### config.mk
export PLATFORM = sky130hd
export DESIGN_NAME = ole_ctrl
export DESIGN_NICKNAME = d
export VERILOG_FILES = /design/src/design/ole_pkg.sv /design/src/design/ole_ctrl.sv
export SDC_FILE = /design/constraint.sdc
export NUM_CORES = 1
export LEC_CHECK = 0
export BUFFER_PORTS_ARGS = -buffer_cell sky130_fd_sc_hd__buf_2
export CAP_MARGIN = 30
export CORE_AREA = 2 2 217 219
export DETAILED_ROUTE_END_ITERATION = 8
export DIE_AREA = 0 0 219 221
export SLEW_MARGIN = 10
export SYNTH_ARGS = -nofsm -noshare
export SYNTH_HDL_FRONTEND = slang
export SYNTH_SLANG_ARGS = --single-unit
### constraint.sdc
create_clock -name i_clk -period 37.6 [get_ports i_clk]
set_input_delay 3.76 -clock i_clk [delete_from_list [all_inputs] [get_ports i_clk]]
set_output_delay 3.76 -clock i_clk [all_outputs]
set_load 0.05 [all_outputs]
### src/design/ole_pkg.sv
`default_nettype none

package ole_pkg;

    localparam int DEPTH_DEF    = 64;
    localparam int KEY_BITS_DEF = 64;
    localparam int PORT_KEY_W   = 64;
    localparam int POS_W        = 7;
    localparam int CAP_W        = 7;
    localparam int OP_W         = 3;
    localparam int STATUS_W     = 2;

    localparam logic [CAP_W-1:0] CAP_RESET = 7'd64;

    typedef enum logic [OP_W-1:0] {
        OP_APPEND    = 3'd0,
        OP_INSERT    = 3'd1,
        OP_REMOVE    = 3'd2,
        OP_FIND_NAME = 3'd3,
        OP_FIND_ID   = 3'd4,
        OP_COUNT     = 3'd5
    } t_op;

    typedef enum logic [STATUS_W-1:0] {
        ST_OK        = 2'd0,
        ST_REJECT    = 2'd1,
        ST_NOT_FOUND = 2'd2
    } t_status;

    typedef struct packed {
        t_status                 status;
        logic [POS_W-1:0]        found_position;
        logic [PORT_KEY_W-1:0]   found_id;
        logic [PORT_KEY_W-1:0]   found_name;
        logic [POS_W-1:0]        entry_count;
    } t_result;

    typedef struct packed {
        logic busy;
        logic done;
    } t_ctrl_stat;

endpackage

`default_nettype wire

### src/design/ole_ctrl.sv
`default_nettype none

module ole_ctrl
    import ole_pkg::*;
#(
    parameter int DEPTH    = DEPTH_DEF,
    parameter int KEY_BITS = KEY_BITS_DEF
) (
    input  wire logic                     i_clk,
    input  wire logic                     i_rst_n,
    input  wire logic                     i_start,
    input  wire logic [OP_W-1:0]          i_op,
    input  wire logic [POS_W-1:0]         i_pos,
    input  wire logic [KEY_BITS-1:0]      i_id,
    input  wire logic [KEY_BITS-1:0]      i_name,
    input  wire logic [CAP_W-1:0]         i_cap,
    input  wire logic                     i_take,
    output t_ctrl_stat                    o_stat,
    output t_result                       o_res,
    output logic                          o_mem_we,
    output logic [$clog2(DEPTH)-1:0]      o_mem_waddr,
    output logic [2*KEY_BITS-1:0]         o_mem_wdata,
    output logic                          o_mem_re,
    output logic [$clog2(DEPTH)-1:0]      o_mem_raddr,
    input  wire logic [2*KEY_BITS-1:0]    i_mem_rdata
);

    localparam int AW = $clog2(DEPTH);
    localparam int CW = $clog2(DEPTH + 1);
    localparam int XW = ((CW > POS_W) ? CW : POS_W) + 1;

    typedef enum logic [4:0] {
        S_IDLE     = 5'b00001,
        S_SHIFT_UP = 5'b00010,
        S_SHIFT_DN = 5'b00100,
        S_SEARCH   = 5'b01000,
        S_DONE     = 5'b10000
    } t_state;

    t_state              r_state, n_state;
    t_op                 r_op, n_op;
    logic [POS_W-1:0]    r_pos, n_pos;
    logic [KEY_BITS-1:0] r_id, n_id;
    logic [KEY_BITS-1:0] r_name, n_name;
    logic [CW-1:0]       r_count, n_count;
    logic [AW-1:0]       r_ptr, n_ptr;
    logic [CW-1:0]       r_left, n_left;
    logic                r_pend, n_pend;
    logic [AW-1:0]       r_pend_addr, n_pend_addr;
    t_status             r_status, n_status;
    logic [POS_W-1:0]    r_fpos, n_fpos;
    logic [KEY_BITS-1:0] r_fid, n_fid;
    logic [KEY_BITS-1:0] r_fname, n_fname;

    logic [XW-1:0]       cnt_x, pos_x, cap_x, depth_x, cap_eff;
    logic                full;
    logic [KEY_BITS-1:0] rd_id, rd_name;
    logic                match;

    assign cnt_x   = XW'(r_count);
    assign pos_x   = XW'(i_pos);
    assign cap_x   = XW'(i_cap);
    assign depth_x = XW'(DEPTH);
    assign cap_eff = (cap_x > depth_x) ? depth_x : cap_x;
    assign full    = (cnt_x >= cap_eff);

    assign rd_id   = i_mem_rdata[2*KEY_BITS-1:KEY_BITS];
    assign rd_name = i_mem_rdata[KEY_BITS-1:0];
    // one key compare for both search kinds: name or id, as the op selects
    assign match   = (r_op == OP_FIND_NAME) ? (rd_name == r_name) : (rd_id == r_id);

    always_comb begin
        n_state     = r_state;
        n_op        = r_op;
        n_pos       = r_pos;
        n_id        = r_id;
        n_name      = r_name;
        n_count     = r_count;
        n_ptr       = r_ptr;
        n_left      = r_left;
        n_pend      = r_pend;
        n_pend_addr = r_pend_addr;
        n_status    = r_status;
        n_fpos      = r_fpos;
        n_fid       = r_fid;
        n_fname     = r_fname;
        o_mem_we    = 1'b0;
        o_mem_waddr = r_pend_addr;
        o_mem_wdata = i_mem_rdata;
        o_mem_re    = 1'b0;
        o_mem_raddr = r_ptr;

        unique case (r_state)
            S_IDLE: begin
                n_pend = 1'b0;
                if (i_start) begin
                    n_op     = t_op'(i_op);
                    n_pos    = i_pos;
                    n_id     = i_id;
                    n_name   = i_name;
                    n_status = ST_OK;
                    n_fpos   = '0;
                    n_fid    = '0;
                    n_fname  = '0;
                    n_state  = S_DONE;
                    unique case (t_op'(i_op))
                        OP_APPEND: begin
                            if (full) begin
                                n_status = ST_REJECT;
                            end else begin
                                o_mem_we    = 1'b1;
                                o_mem_waddr = AW'(cnt_x);
                                o_mem_wdata = {i_id, i_name};
                                n_count     = r_count + CW'(1);
                            end
                        end
                        OP_INSERT: begin
                            if (pos_x == '0 || pos_x > cnt_x + XW'(1) || full) begin
                                n_status = ST_REJECT;
                            end else begin
                                // walk from the tail down to the insertion point
                                n_ptr   = AW'(cnt_x - XW'(1));
                                n_left  = CW'(cnt_x - pos_x + XW'(1));
                                n_state = S_SHIFT_UP;
                            end
                        end
                        OP_REMOVE: begin
                            if (pos_x == '0 || pos_x > cnt_x) begin
                                n_status = ST_REJECT;
                            end else begin
                                n_ptr   = AW'(pos_x);
                                n_left  = CW'(cnt_x - pos_x);
                                n_state = S_SHIFT_DN;
                            end
                        end
                        OP_FIND_NAME, OP_FIND_ID: begin
                            n_ptr   = '0;
                            n_left  = r_count;
                            n_state = S_SEARCH;
                        end
                        OP_COUNT: begin
                            n_status = ST_OK;
                        end
                        default: begin
                            n_status = ST_REJECT;
                        end
                    endcase
                end
            end

            S_SHIFT_UP: begin
                // entry read last cycle lands one slot higher
                if (r_pend) begin
                    o_mem_we    = 1'b1;
                    o_mem_waddr = r_pend_addr + AW'(1);
                    o_mem_wdata = i_mem_rdata;
                end else if (r_left == '0) begin
                    o_mem_we    = 1'b1;
                    o_mem_waddr = AW'(XW'(r_pos) - XW'(1));
                    o_mem_wdata = {r_id, r_name};
                    n_count     = r_count + CW'(1);
                    n_state     = S_DONE;
                end
                if (r_left != '0) begin
                    o_mem_re = 1'b1;
                    n_ptr    = r_ptr - AW'(1);
                    n_left   = r_left - CW'(1);
                end
                n_pend      = (r_left != '0);
                n_pend_addr = r_ptr;
            end

            S_SHIFT_DN: begin
                if (r_pend) begin
                    o_mem_we    = 1'b1;
                    o_mem_waddr = r_pend_addr - AW'(1);
                    o_mem_wdata = i_mem_rdata;
                end else if (r_left == '0) begin
                    n_count = r_count - CW'(1);
                    n_state = S_DONE;
                end
                if (r_left != '0) begin
                    o_mem_re = 1'b1;
                    n_ptr    = r_ptr + AW'(1);
                    n_left   = r_left - CW'(1);
                end
                n_pend      = (r_left != '0);
                n_pend_addr = r_ptr;
            end

            S_SEARCH: begin
                if (r_pend && match) begin
                    n_status = ST_OK;
                    n_fpos   = POS_W'(XW'(r_pend_addr) + XW'(1));
                    n_fid    = rd_id;
                    n_fname  = rd_name;
                    n_pend   = 1'b0;
                    n_state  = S_DONE;
                end else if (!r_pend && r_left == '0) begin
                    n_status = ST_NOT_FOUND;
                    n_state  = S_DONE;
                end else begin
                    if (r_left != '0) begin
                        o_mem_re = 1'b1;
                        n_ptr    = r_ptr + AW'(1);
                        n_left   = r_left - CW'(1);
                    end
                    n_pend      = (r_left != '0);
                    n_pend_addr = r_ptr;
                end
            end

            S_DONE: begin
                if (i_take) begin
                    n_state = S_IDLE;
                end
            end

            default: begin
                n_state = S_IDLE;
            end
        endcase
    end

    always_ff @(posedge i_clk) begin
        if (!i_rst_n) begin
            r_state <= S_IDLE;
            r_count <= '0;
            r_pend  <= 1'b0;
        end else begin
            r_state <= n_state;
            r_count <= n_count;
            r_pend  <= n_pend;
        end
    end

    always_ff @(posedge i_clk) begin
        r_op        <= n_op;
        r_pos       <= n_pos;
        r_id        <= n_id;
        r_name      <= n_name;
        r_ptr       <= n_ptr;
        r_left      <= n_left;
        r_pend_addr <= n_pend_addr;
        r_status    <= n_status;
        r_fpos      <= n_fpos;
        r_fid       <= n_fid;
        r_fname     <= n_fname;
    end

    assign o_stat.busy          = (r_state != S_IDLE);
    assign o_stat.done          = (r_state == S_DONE);
    assign o_res.status         = r_status;
    assign o_res.found_position = r_fpos;
    assign o_res.found_id       = PORT_KEY_W'(r_fid);
    assign o_res.found_name     = PORT_KEY_W'(r_fname);
    assign o_res.entry_count    = POS_W'(cnt_x);

    a_idle_no_write: assert property (@(posedge i_clk) disable iff (!i_rst_n)
        (r_state == S_IDLE && !i_start) |-> !o_mem_we)
        else $error("store written while idle");

    a_done_count_stable: assert property (@(posedge i_clk) disable iff (!i_rst_n)
        (r_state == S_DONE) |=> (r_count == $past(r_count)))
        else $error("count moved while result pending");

    a_no_addr_clash: assert property (@(posedge i_clk) disable iff (!i_rst_n)
        (o_mem_we && o_mem_re) |-> (o_mem_waddr != o_mem_raddr))
        else $error("shift read and write hit the same entry");

    a_count_only_in_work: assert property (@(posedge i_clk) disable iff (!i_rst_n)
        !$stable(r_count) |-> $past(r_state != S_IDLE || i_start))
        else $error("count changed with no transaction in progress");

endmodule

`default_nettype wire

==> run metrics, run 1 <==
crit-path max cell delay=0.75 ns; Site Rows=79; PD cells=107 mW/mm^2; violated checks=DRC; Top delay family on crit path=buffers and inverters; DP HPWL=49100 um; final setup fails=0; share of cells above drive strength 1=0.341; leading cell type in the layout, fill and taps excluded=buf_2; Die Ht=221 um; WS Path Type=in2out; Root Buffer=clkbuf_16; largest cells by area after synthesis=edfxtp_1, a222oi_1, and2_1, xnor2_1, xor2_1; cell taking the most area after synthesis=edfxtp_1; FILL cells=4389; post_cts resized=0; Synth Net Count=1689; Fin Hold WS=0.514 ns; CP startpoint kind=input port; CP endpoint kind=output pin; CP arrival=7.65 ns; Synth Cell Area=0.0162 sq mm; DRT Pass-1 Iters=9; slowest stage cell, crit path=buf_4; Synth Flop Type=edfxtp_1; maximum fanout along the worst path=67; I/O pin count=565; # clock sinks=306; Max Slew Vio Count=0; reg2reg setup slack=32.88 ns; Vias=14149; post-synth cell types=67; # hold bufs at CTS=0; Layout area overhead=30.1%; Fin. Hold Viols=0; initial antenna violation count=9; Clk pin slew, worst setup/hold paths=0.06 ns; Layout Skew=0.0198 ns; drc violations=10; All-Layer GR Usage=0.259; commonest cells after routing, fill and taps aside=buf_2, edfxtp_1, inv_1, and2_1, a222oi_1; worst path bufs/invs=6; Vias/cell=5.52; Worst slew margin=0.371; CTS Buffer Depth=3; Fin Setup TNS=0 ns; Worst EP required=33.84 ns; core footprint=0.0461 sq mm; Die Wd=219 um; Synth Instances=1372; # port buffers=564; GRT overflow=0; routability cong.=1.00; H-tree depth=2; final period utilization=0.304; critical path cell sequence=buf_2 > inv_1 > nand2_1 > ha_1 > a21oi_1 > o21ai_0 > a2111o_1 > nor2_4 > buf_4 > buf_4 > a222oi_1 > inv_1 > buf_2; CTS tree=yes; syn avg cell area=11.8 sq um; vias in the first global route=13575; Final min period=11.41 ns; Async SR Flop Fraction=0; DR WL/cell=25.6 um; Initial Util=0.353; YS warnings=0; max-cap violations=0; setup bufs post-CTS=0; Seq/Total Area, Yosys=0.558; first-pass GRT wire length=92300 um; Min-Delay Path Class=reg2reg; leak pwr=9.43 nW; die area=0.0484 sq mm; Yosys reg bits=306; worst skew pair latency=0.56 ns; final WL=65600 um; Inserted Clock Buffers=38; Fmax=87.6 MHz; RSZ-0062 raised after global routing=false; Post-synth EDFFs=293; status=finished with violations; Iter 0 DRT Violations=1998; Final ANT Viol Nets=0; fin nets=2238; Max VDD drop=74.0 uV; pin count of the biggest net entering global routing=81; Least-Margin Pin Slew=0.944 ns; share of Yosys cell area claimed by the top area cell type=0.542
-- state kept, by name, summed over array words and instances (netlist names) --
name and flops:
r_pend 1, r_left 7, r_fname 64, o_mem_raddr 6, r_status 2, r_fid 64
r_state 5, r_pos 6, r_fpos 7, r_name 64, r_op 3, r_count 7
r_pend_addr 6, r_id 64
-- cells in the mapped netlist (7+ instances only) --
cell type / number
o21ai_0: 28
buf_2: 23
nand3_1: 11
nor3_1: 19
dfxtp_1: 13
xor2_1: 80
nand2_1: 43
clkbuf_1: 45
a21oi_1: 38
edfxtp_1: 293
a21o_1: 8
nand4_1: 23
and2_1: 134
nor4_1: 25
xnor2_1: 81
a222oi_1: 128
or3_1: 8
inv_1: 159
a211oi_1: 10
nor2_1: 47
o211ai_1: 7
ha_1: 37
mux2i_1: 11
nor2b_1: 9
-- per-stage QoR --
step	util	power (mW)	std cells	area, sq um	worst slack, ns
floorplan	-	1.55	1372	16200	22.00
global placement	0.426	1.85	2482	19600	26.32
detailed placement	0.428	1.86	2484	19700	26.30
CTS	0.457	2.27	2552	21100	26.28
global route	0.459	2.34	2563	21100	26.01
finish	0.459	2.26	2564	21100	26.19
-- cell families (layout without fill, tap and decap cells) --
logic type,Yosys count,in the layout,synth area share
AND/OR/NAND/NOR,348,348,0.122
flip-flops,306,306,0.558
AO/OA/AOI/OAI,267,267,0.135
buffers and inverters,239,816,0.0593
XOR/XNOR,161,161,0.0868
adder cells (fa/ha/maj),40,40,0.0322
multiplexers,11,11,0.00678
other,0,8,0
-- path summary, 6_finish.rpt --
kind | start | endpoint | depth (start not counted)
setup / recovery | i_cap[6] | o_mem_wdata[49] | 13
hold / removal | o_mem_raddr[3] | r_pend_addr[3] | 0
setup reg to reg | r_pend | r_fid[32] | 9
hold reg to reg | o_mem_raddr[3] | r_pend_addr[3] | 0
-- metal layers --
metal | vias to the layer above | share of wire | track usage
met4 | 4 | 0.035 | 0.0955
met5 | - | 0.00038 | 0
met1 | 6860 | 0.40 | 0.337
met2 | 899 | 0.49 | 0.433
met3 | 107 | 0.083 | 0.0440
li1 | 6279 | - | -
-- worst reg2reg max path: stages, from the launching register on --
cell and delay, ns:
dfxtp_1 0.87, clkinv_1 0.58, nor2_1 0.22, nand4_1 0.11
nor4_1 0.43, a2bb2oi_1 0.24, and2_1 0.29, a211oi_4 0.21
buf_4 0.49, buf_4 0.80
-- layout make-up --
type | count | area (sq um) | area share
tap | 607 | 759 | 0.0359
clock inverter | 27 | 383 | 0.0181
antenna | 8 | 20.0 | 0.000948
clock buffer | 41 | 983 | 0.0465
multi-input combinational | 827 | 6270 | 0.297
sequential | 306 | 9060 | 0.429
inverter | 162 | 608 | 0.0288
timing repair buffer | 586 | 3050 | 0.144
-- report_power, final --
group | switching, mW | total, mW | internal, mW
clock | 0.153 | 0.405 | 0.252
sequential | 0.0623 | 0.625 | 0.563
combinational | 0.969 | 1.23 | 0.262
total | 1.18 | 2.26 | 1.08
Power figures use the tool's default switching activity.
==> inputs of run 2 (changes only) <==
--- a/config.mk
+++ b/config.mk
@@ -5,11 +5,12 @@
 export SDC_FILE = /design/constraint.sdc
 export NUM_CORES = 1
 export LEC_CHECK = 0
+export ABC_AREA = 1
 export BUFFER_PORTS_ARGS = -buffer_cell sky130_fd_sc_hd__buf_2
 export CAP_MARGIN = 30
-export CORE_AREA = 2 2 217 219
+export CORE_AREA = 2 2 223 225
 export DETAILED_ROUTE_END_ITERATION = 8
-export DIE_AREA = 0 0 219 221
+export DIE_AREA = 0 0 225 227
 export SLEW_MARGIN = 10
 export SYNTH_ARGS = -nofsm -noshare
 export SYNTH_HDL_FRONTEND = slang
==> constraint.sdc (replaced) <==
create_clock -name i_clk -period 9.2 [get_ports i_clk]
set_input_delay 0.92 -clock i_clk [delete_from_list [all_inputs] [get_ports i_clk]]
set_output_delay 0.92 -clock i_clk [all_outputs]
set_load 0.05 [all_outputs]
==> run 2 against run 1 <==
  * The flow now finishes without violations
  * Critical path depth decreased by 1
  * Count of clock-buffer cells in the layout increased by 1
  * Critical path type is now reg2out
  * Wire length increased by 8.1%
==> run metrics, run 2 <==
status=finished, final reports clean; reg2reg end=r_fname[14]; fin nets=2928 (+31%); # hold bufs at CTS=0 (unchanged); # clock sinks=306 (unchanged); slowest stage cell, crit path=nor2_8; commonest cells after routing, fill and taps aside=buf_2, nand2_1, edfxtp_1, inv_1, nor2_1; Worst EP required=8.28 ns (-25.56 ns); crit-path most repeated cell=buf_4; share of Yosys cell area claimed by the top area cell type=0.485 (-0.0567); initial antenna violation count=21 (+12); Min-Delay Path Class=reg2reg; crit-path max cell delay=0.74 ns (about the same); critical path cell sequence=inv_1 > ha_1 > nand3_1 > or2_1 > nor2_8 > inv_2 > a21oi_4 > buf_4 > buf_4 > buf_16 > o221ai_1 > buf_2; post_cts resized=0 (unchanged); leading cell type in the layout, fill and taps excluded=buf_2; Initial Util=0.374 (+0.0211); Die Ht=227 um (+2.7%); Setup crit start=r_left[0]; final setup fails=0 (unchanged); YS warnings=0 (unchanged); H-tree depth=2 (unchanged); max-cap violations=0 (unchanged); Least-Margin Pin Slew=1.04 ns (+0.101 ns); worst skew pair latency=0.56 ns (about the same); worst r2r path cells=9 (unchanged); Critical Path Stages=12 (-1); Fin. Hold Viols=0 (unchanged); CP endpoint kind=output pin; maximum fanout along the worst path=55 (-18%); Synth Flop Type=edfxtp_1; top cells by count, synth=nand2_1, edfxtp_1, inv_1; Inserted Clock Buffers=37 (-2.6%); DP HPWL=51500 um (+5.0%); DRT Pass-1 Iters=5 (-4); Layout area overhead=24.6%; CTS Buffer Depth=3 (unchanged); final period utilization=0.664; worst path bufs/invs=6 (unchanged); core footprint=0.0485 sq mm (+5.4%); Post-synth EDFFs=293 (unchanged); CP arrival=5.19 ns (-2.46 ns); Max Slew Vio Count=0 (unchanged); vias in the first global route=16275 (+20%); largest cells by area after synthesis=edfxtp_1, nand2_1, inv_1, nor2_1, a21oi_1; GRT overflow=0 (unchanged); Die Wd=225 um (+2.7%); final WL=70900 um (+8.1%); Top delay family on crit path=buffers and inverters; Seq/Total Area, Yosys=0.499 (-0.0584); share of cells above drive strength 1=0.253 (-0.0881); CP startpoint kind=register; Synth Net Count=2410 (+43%); Synth Instances=2093 (+53%); Fmax=164 MHz; Site Rows=81 (+2.5%); pin count of the biggest net entering global routing=141 (+74%); WS Path Type=reg2out; Iter 0 DRT Violations=1535 (-23%); Root Buffer=clkbuf_16; FILL cells=4770 (+8.7%); cell taking the most area after synthesis=edfxtp_1; All-Layer GR Usage=0.263 (+0.00372); RSZ-0062 raised after global routing=false; I/O pin count=565 (unchanged); Vias/cell=5.36 (-2.9%); Synth Cell Area=0.0181 sq mm (+12%); # port buffers=564 (unchanged); first-pass GRT wire length=101000 um (+9.8%); Async SR Flop Fraction=0 (unchanged); routability cong.=0.936 (-6.8%); Fin Setup TNS=0 ns (unchanged); Worst slew margin=0.304 (-0.0671); die area=0.0511 sq mm (+5.5%); drc violations=0 (-10); end of the critical path=o_mem_wdata[37]; Vias=17559 (+24%); CTS tree=yes; Final min period=6.11 ns; Layout Skew=0.0254 ns (+0.00563 ns); reg2reg setup slack=4.73 ns (-28.15 ns); setup bufs post-CTS=0 (unchanged); top-count cell post-synth=nand2_1; post-synth cell types=46 (-31%); reg2reg start=r_state[2]; syn avg cell area=8.67 sq um (-27%); Clk pin slew, worst setup/hold paths=0.06 ns (about the same); Yosys reg bits=306 (unchanged); Final ANT Viol Nets=0 (unchanged); DR WL/cell=21.6 um (-15%)
## run 2: cell types whose count changed in the layout (fill, tap and decap cells not counted), sizes merged, moves of 11 or more
| cell | before | now |
|---|---|---|
| o221ai | 3 | 82 |
| nor2 | 49 | 272 |
| nand3 | 12 | 74 |
| nor4 | 25 | 4 |
| o21ai | 30 | 168 |
| a222oi | 128 | 0 |
| and2 | 134 | 0 |
| mux2i | 11 | 0 |
| nand2 | 43 | 374 |
| inv | 162 | 297 |
| o211ai | 8 | 50 |
| a21oi | 38 | 180 |
| xnor2 | 81 | 6 |
## run 2: layer usage
| metal | track usage | routed length [um] | vias to the layer above |
|---|---|---|---|
| met5 | 0 | 54 | - |
| met4 | 0.0855 | 2000 | 10 |
| met3 | 0.0652 | 6280 | 115 |
| met2 | 0.437 | 33900 | 786 |
| met1 | 0.338 | 28700 | 8416 |
| li1 | - | - | 8232 |
## run 2: final cells by class
class,count,area [sq um],share of cell area
diodes,18,45.0,0.00199
flip-flops and latches,306,9060,0.401
repair buffers,579,3010,0.133
clock inverters,23,144,0.00637
well taps,622,778,0.0344
multi-input cells,1391,7490,0.331
clock buffers,42,966,0.0427
inverters,296,1120,0.0494
## run 2: worst min-delay path by stage
stage               slack (ns)  depth (start not counted)             end            from
floorplan                 0.52                          2      r_state[2]      r_state[2]
global placement          0.54                          2      r_state[2]      r_state[2]
detailed placement        0.55                          2      r_state[2]      r_state[2]
CTS                       0.52                          1        r_id[17]        i_id[17]
global route              0.54                          1        r_id[53]        i_id[53]
finish                    0.55                          0  r_pend_addr[5]  o_mem_raddr[5]
## run 2: metrics by stage
step	cell area (sq um)	hold WS [ns]	util	setup slack, ns	cells
floorplan	18100	0.516	-	0.181	2093
global placement	21400	0.541	0.440	3.46	3190
detailed placement	21400	0.546	0.442	3.74	3194
CTS	22600	0.523	0.465	3.14	3259
global route	22600	0.540	0.465	2.92	3271
finish	22600	0.553	0.466	3.09	3277
## run 2: cell families (layout without fill, tap and decap cells)
group / after synthesis / after routing / share of synthesized area
simple gates: 762 / 762 / 0.171
compound gates: 510 / 510 / 0.172
buf+inv: 396 / 940 / 0.0900
flops: 306 / 306 / 0.499
xor+xnor: 79 / 79 / 0.0381
fa+ha+maj: 40 / 40 / 0.0288
other cells: 0 / 18 / 0
Power of run 2 is not shown: default switching activity piles up to over one toggle a cycle in this logic, so the estimate is an artifact.
